==> config.mk <==
export PLATFORM = sky130hd
export DESIGN_NAME = pds_ctrl
export DESIGN_NICKNAME = d
export VERILOG_FILES = /design/src/hw/rtl/pds_pkg.sv /design/src/hw/rtl/pds_ctrl.sv
export SDC_FILE = /design/constraint.sdc
export NUM_CORES = 1
export LEC_CHECK = 0
export ABC_AREA = 1
export BUFFER_PORTS_ARGS = -buffer_cell sky130_fd_sc_hd__clkbuf_2
export CORE_AREA = 2 2 39 41
export DETAILED_ROUTE_END_ITERATION = 8
export DIE_AREA = 0 0 41 43
export PLACE_DENSITY = 0.63
export SYNTH_ARGS = -nofsm -noshare
export SYNTH_HDL_FRONTEND = slang
export SYNTH_SLANG_ARGS = --single-unit
==> constraint.sdc <==
create_clock -name clk -period 2.5 [get_ports clk]
set_clock_uncertainty 0.15 [all_clocks]
set_input_delay 0.25 -clock clk [delete_from_list [all_inputs] [get_ports clk]]
set_output_delay 0.25 -clock clk [all_outputs]
set_load 0.02 [all_outputs]
==> src/hw/rtl/pds_pkg.sv <==
// Package for the pass dependency scheduler: parameter defaults, result kind
// codes and the controller/datapath command and status structs. No dependencies.
`default_nettype none
package pds_pkg;
  localparam int DEF_MAX_PASSES    = 32;
  localparam int DEF_NUM_RESOURCES = 32;

  localparam logic [1:0] KIND_ORDER    = 2'd0;
  localparam logic [1:0] KIND_LIFETIME = 2'd1;
  localparam logic [1:0] KIND_CYCLE    = 2'd2;
  localparam logic [1:0] KIND_OVERFLOW = 2'd3;

  typedef struct packed {
    logic load;
    logic init_scan;
    logic pop;
    logic rel;
    logic life_init;
    logic life;
    logic emit_ovf;
    logic emit_cyc;
    logic emit_ord;
    logic res_step;
    logic clear;
  } cmd_t;

  typedef struct packed {
    logic last_j;
    logic last_pos;
    logic last_r;
    logic touch_r;
    logic none_touched;
    logic queue_empty;
    logic all_sorted;
    logic ovf_now;
    logic out_busy;
  } stat_t;
endpackage
`default_nettype wire

==> src/hw/rtl/pds_ctrl.sv <==
// Controller of the pass dependency scheduler: sequences load, sort, lifetime
// scan and result emission. Depends on pds_pkg.
`default_nettype none
module pds_ctrl (
  input  logic           clk,
  input  logic           rst,
  input  logic           in_valid,
  input  logic           in_last,
  output logic           in_ready,
  input  pds_pkg::stat_t stat,
  output pds_pkg::cmd_t  cmd
);
  localparam logic [3:0] S_LOAD  = 4'd0;
  localparam logic [3:0] S_OVF   = 4'd1;
  localparam logic [3:0] S_INIT  = 4'd2;
  localparam logic [3:0] S_POP   = 4'd3;
  localparam logic [3:0] S_REL   = 4'd4;
  localparam logic [3:0] S_CHECK = 4'd5;
  localparam logic [3:0] S_CYC   = 4'd6;
  localparam logic [3:0] S_LIFE  = 4'd7;
  localparam logic [3:0] S_ORD   = 4'd8;
  localparam logic [3:0] S_RES   = 4'd9;
  localparam logic [3:0] S_CLR   = 4'd10;

  logic [3:0] state, state_next;

  assign in_ready = state == S_LOAD;

  always_comb begin
    cmd        = '0;
    state_next = state;
    unique case (state)
      S_LOAD: begin
        if (in_valid) begin
          cmd.load = 1'b1;
          if (in_last) state_next = stat.ovf_now ? S_OVF : S_INIT;
        end
      end
      S_OVF: begin
        if (!stat.out_busy) begin
          cmd.emit_ovf = 1'b1;
          state_next   = S_CLR;
        end
      end
      S_INIT: begin
        cmd.init_scan = 1'b1;
        if (stat.last_j) state_next = S_POP;
      end
      S_POP: begin
        if (stat.queue_empty) begin
          state_next = S_CHECK;
        end else begin
          cmd.pop    = 1'b1;
          state_next = S_REL;
        end
      end
      S_REL: begin
        cmd.rel = 1'b1;
        if (stat.last_j) state_next = S_POP;
      end
      S_CHECK: begin
        if (!stat.all_sorted) begin
          state_next = S_CYC;
        end else begin
          cmd.life_init = 1'b1;
          state_next    = S_LIFE;
        end
      end
      S_CYC: begin
        if (!stat.out_busy) begin
          cmd.emit_cyc = 1'b1;
          state_next   = S_CLR;
        end
      end
      S_LIFE: begin
        cmd.life = 1'b1;
        if (stat.last_pos) state_next = S_ORD;
      end
      S_ORD: begin
        if (!stat.out_busy) begin
          cmd.emit_ord = 1'b1;
          if (stat.last_pos) state_next = stat.none_touched ? S_CLR : S_RES;
        end
      end
      S_RES: begin
        if (!stat.touch_r || !stat.out_busy) begin
          cmd.res_step = 1'b1;
          if (stat.last_r) state_next = S_CLR;
        end
      end
      S_CLR: begin
        cmd.clear  = 1'b1;
        state_next = S_LOAD;
      end
      default: state_next = S_LOAD;
    endcase
  end

  always_ff @(posedge clk) begin
    if (rst) begin
      state <= S_LOAD;
    end else begin
      state <= state_next;
    end
  end
endmodule
`default_nettype wire

==> results_dict.tcl <==
set metrics [dict create \
    reg_top3 "state (4)" \
    cts_tree "done" \
    wl_per_cell_um 8.56 \
    rr_worst_depth 9 \
    dieArea_mm2 0.00176 \
    dp_hpwl_um 977 \
    maxCapViolCount 0 \
    synthToLayoutAreaGrowth_pct 36.4 \
    synth_cell_type_count 14 \
    syn-num-nets 99 \
    grt_max_degree 9 \
    cp-end-kind "primary output" \
    final_cell_area_um2 609 \
    hold_end "state[2]$_SDFFE_PP0P_" \
    worstPathArrival_ns 1.47 \
    final_cell_mix "nand2_1 (25), clkbuf_2 (24), nor2_1 (19)" \
    largest_reg_flops 4 \
    vdd_ir_drop_max_mv 0.559 \
    rsz0062_at_grt "no" \
    start_kind "flop" \
    postCtsSetupRepairBufs 0 \
    numPortBuffers 24 \
    worstPathRequired_ns 2.10 \
    avgSynthCellArea_um2 5.19 \
    pin_count 25 \
    die_y_um 43 \
    grt_pass1_wl_mm 1.71 \
    regMostFlops "state" \
    core_mm2 0.00138 \
    status "completed" \
    power_density_mw_per_mm2 1210 \
    num_rows 14 \
    r2r_start "state[0]$_SDFFE_PP0P_" \
    grt.overflow.total 0 \
    dr.pass1.iters 2 \
    dr_total_vias 580 \
    wl_mm 1.10 \
    slew_headroom_pct 79.6 \
    syn_inst 86 \
    viasPerCell 4.50 \
    placed_area_um2 587 \
    ys_ff_latch 4 \
    timing.fmax_mhz 534 \
    cts_sinks 4 \
    nNetsFinal 128 \
    post-route-min-period_ns 1.87 \
    path_max_fanout 5 \
    tns_ns 0 \
    critical_path.top_delay_family "simple AND/OR/NAND/NOR gates" \
    start_util_pct 32.3 \
    diodes 0 \
    hold_class "in2reg" \
    p_leak_nw 0.400 \
    syn_area_um2 447 \
    hp-start "rst" \
    clk_latency_ns 0.23 \
    tightest_slew_ns 0.305 \
    reg2reg_setup_slack_ns 1.01 \
    seq_area_frac_synth_pct 17.9 \
    path_cells "nor2_1 -> inv_1 -> nor3_1 -> inv_1 -> nor2_1 -> clkbuf_2" \
    ctsResizeCount 0 \
    critical_path_buf_inv_count 3 \
    r2r-end "state[3]$_SDFFE_PP0P_" \
    clkTransAtPathRegs_ns 0.03 \
    gp_congestion 0.820 \
    grt_util_all_layers_pct 14.5 \
    antenna_found_initial 0 \
    cts_buffers 3 \
    synth.top_cell.area_share_pct 21.0 \
    cts_hold_buf 0 \
    synth_warnings 0 \
    die_width_um 41 \
    final-instance-count-excl-fill 129 \
    clockRootBuffer "clkbuf_4" \
    final-setup-viol-count 0 \
    whs_path_depth 4 \
    postRouteAntennaNets 0 \
    hold_viol_final 0 \
    crit_slowest_cell "dfxtp_1" \
    drt_iter0_drc 7 \
    htree_levels 1 \
    report.power.total_mw 0.740 \
    mostFrequentLayoutCell "nand2_1" \
    layout-drive-gt1-share_pct 31.9 \
    path_class "reg2out" \
    ys_top_cells_by_area "nand2_1 (21%), dfxtp_1 (18%), nor2_1 (16%)" \
    clockBufferDepth 2 \
    drc 0 \
    drv_slew 0 \
    timing.final.crit_share_pct 74.9 \
    dpl.cell_count 126 \
    grt_pass1_vias 446 \
    synth_top_area_cell "nand2_1" \
    whs_ns 0.141 \
    cpPeakStageDelay_ns 0.33 \
]
## cell type report
type / count / area [µm²]
fillers: 164 / 774
multi-input cells: 66 / 307
repair buffers: 24 / 120
flip-flops and latches: 4 / 80.1
inverters: 16 / 60.1
clock buffers: 3 / 22.5
well taps: 16 / 20.0
## kinds of logic (layout without fill, tap and decap cells)
family / count (synthesis) / after routing / share of synthesized area, %
AO/OA/AOI/OAI: 1 / 1 / 1.12
buffers and inverters: 16 / 43 / 13.4
flip-flops: 4 / 4 / 17.9
AND/OR/NAND/NOR: 65 / 65 / 67.5
## worst max-delay path by stage
stage	end	startpoint	depth (start not counted)
4_1_cts	cmd[8]	state[2]$_SDFFE_PP0P_	6
3_5_place_dp	cmd[8]	state[2]$_SDFFE_PP0P_	6
3_3_place_gp	cmd[8]	state[2]$_SDFFE_PP0P_	6
5_1_grt	cmd[8]	state[2]$_SDFFE_PP0P_	6
6_report	cmd[8]	state[2]$_SDFFE_PP0P_	6
2_1_floorplan	cmd[8]	state[2]$_SDFFE_PP0P_	5
## worst reg2reg max path: cells and delay by family (launching register included)
kind	cells	cell delay, ns
flops	1	0.42
simple gates	8	0.74
buf+inv	1	0.09
## cell usage after synthesis, drive strengths merged
cell type	instances
nand3	5
nor3	3
nand2	28
or2	1
nor2	22
inv	16
nand4	4
and3	2
dfxtp	4
a21oi	1
## per-layer routing
metal	share of wire, %	wire (µm)	global-route usage, %	vias to the layer above
met4	2.4	26	10.0	0
met3	5.9	65	3.14	4
li1	-	-	-	320
met2	43	480	20.3	17
met1	48	532	18.9	239
met5	0	0	0	-
## power breakdown
part | leakage, nW | switching, mW | internal (mW)
sequential | 0.0332 | 0.0333 | 0.0926
clock | 0.0138 | 0.0238 | 0.0535
combinational | 0.353 | 0.355 | 0.182
total | 0.400 | 0.412 | 0.328
## through the flow
stage	setup WS [ns]	utilization (%)
detailed placement	0.885	42.4
global placement	0.919	42.4
finish	0.626	44.0
global route	0.518	44.0
floorplan	0.966	-
CTS	0.625	44.0
No activity file was read; power rests on OpenSTA's default activity.
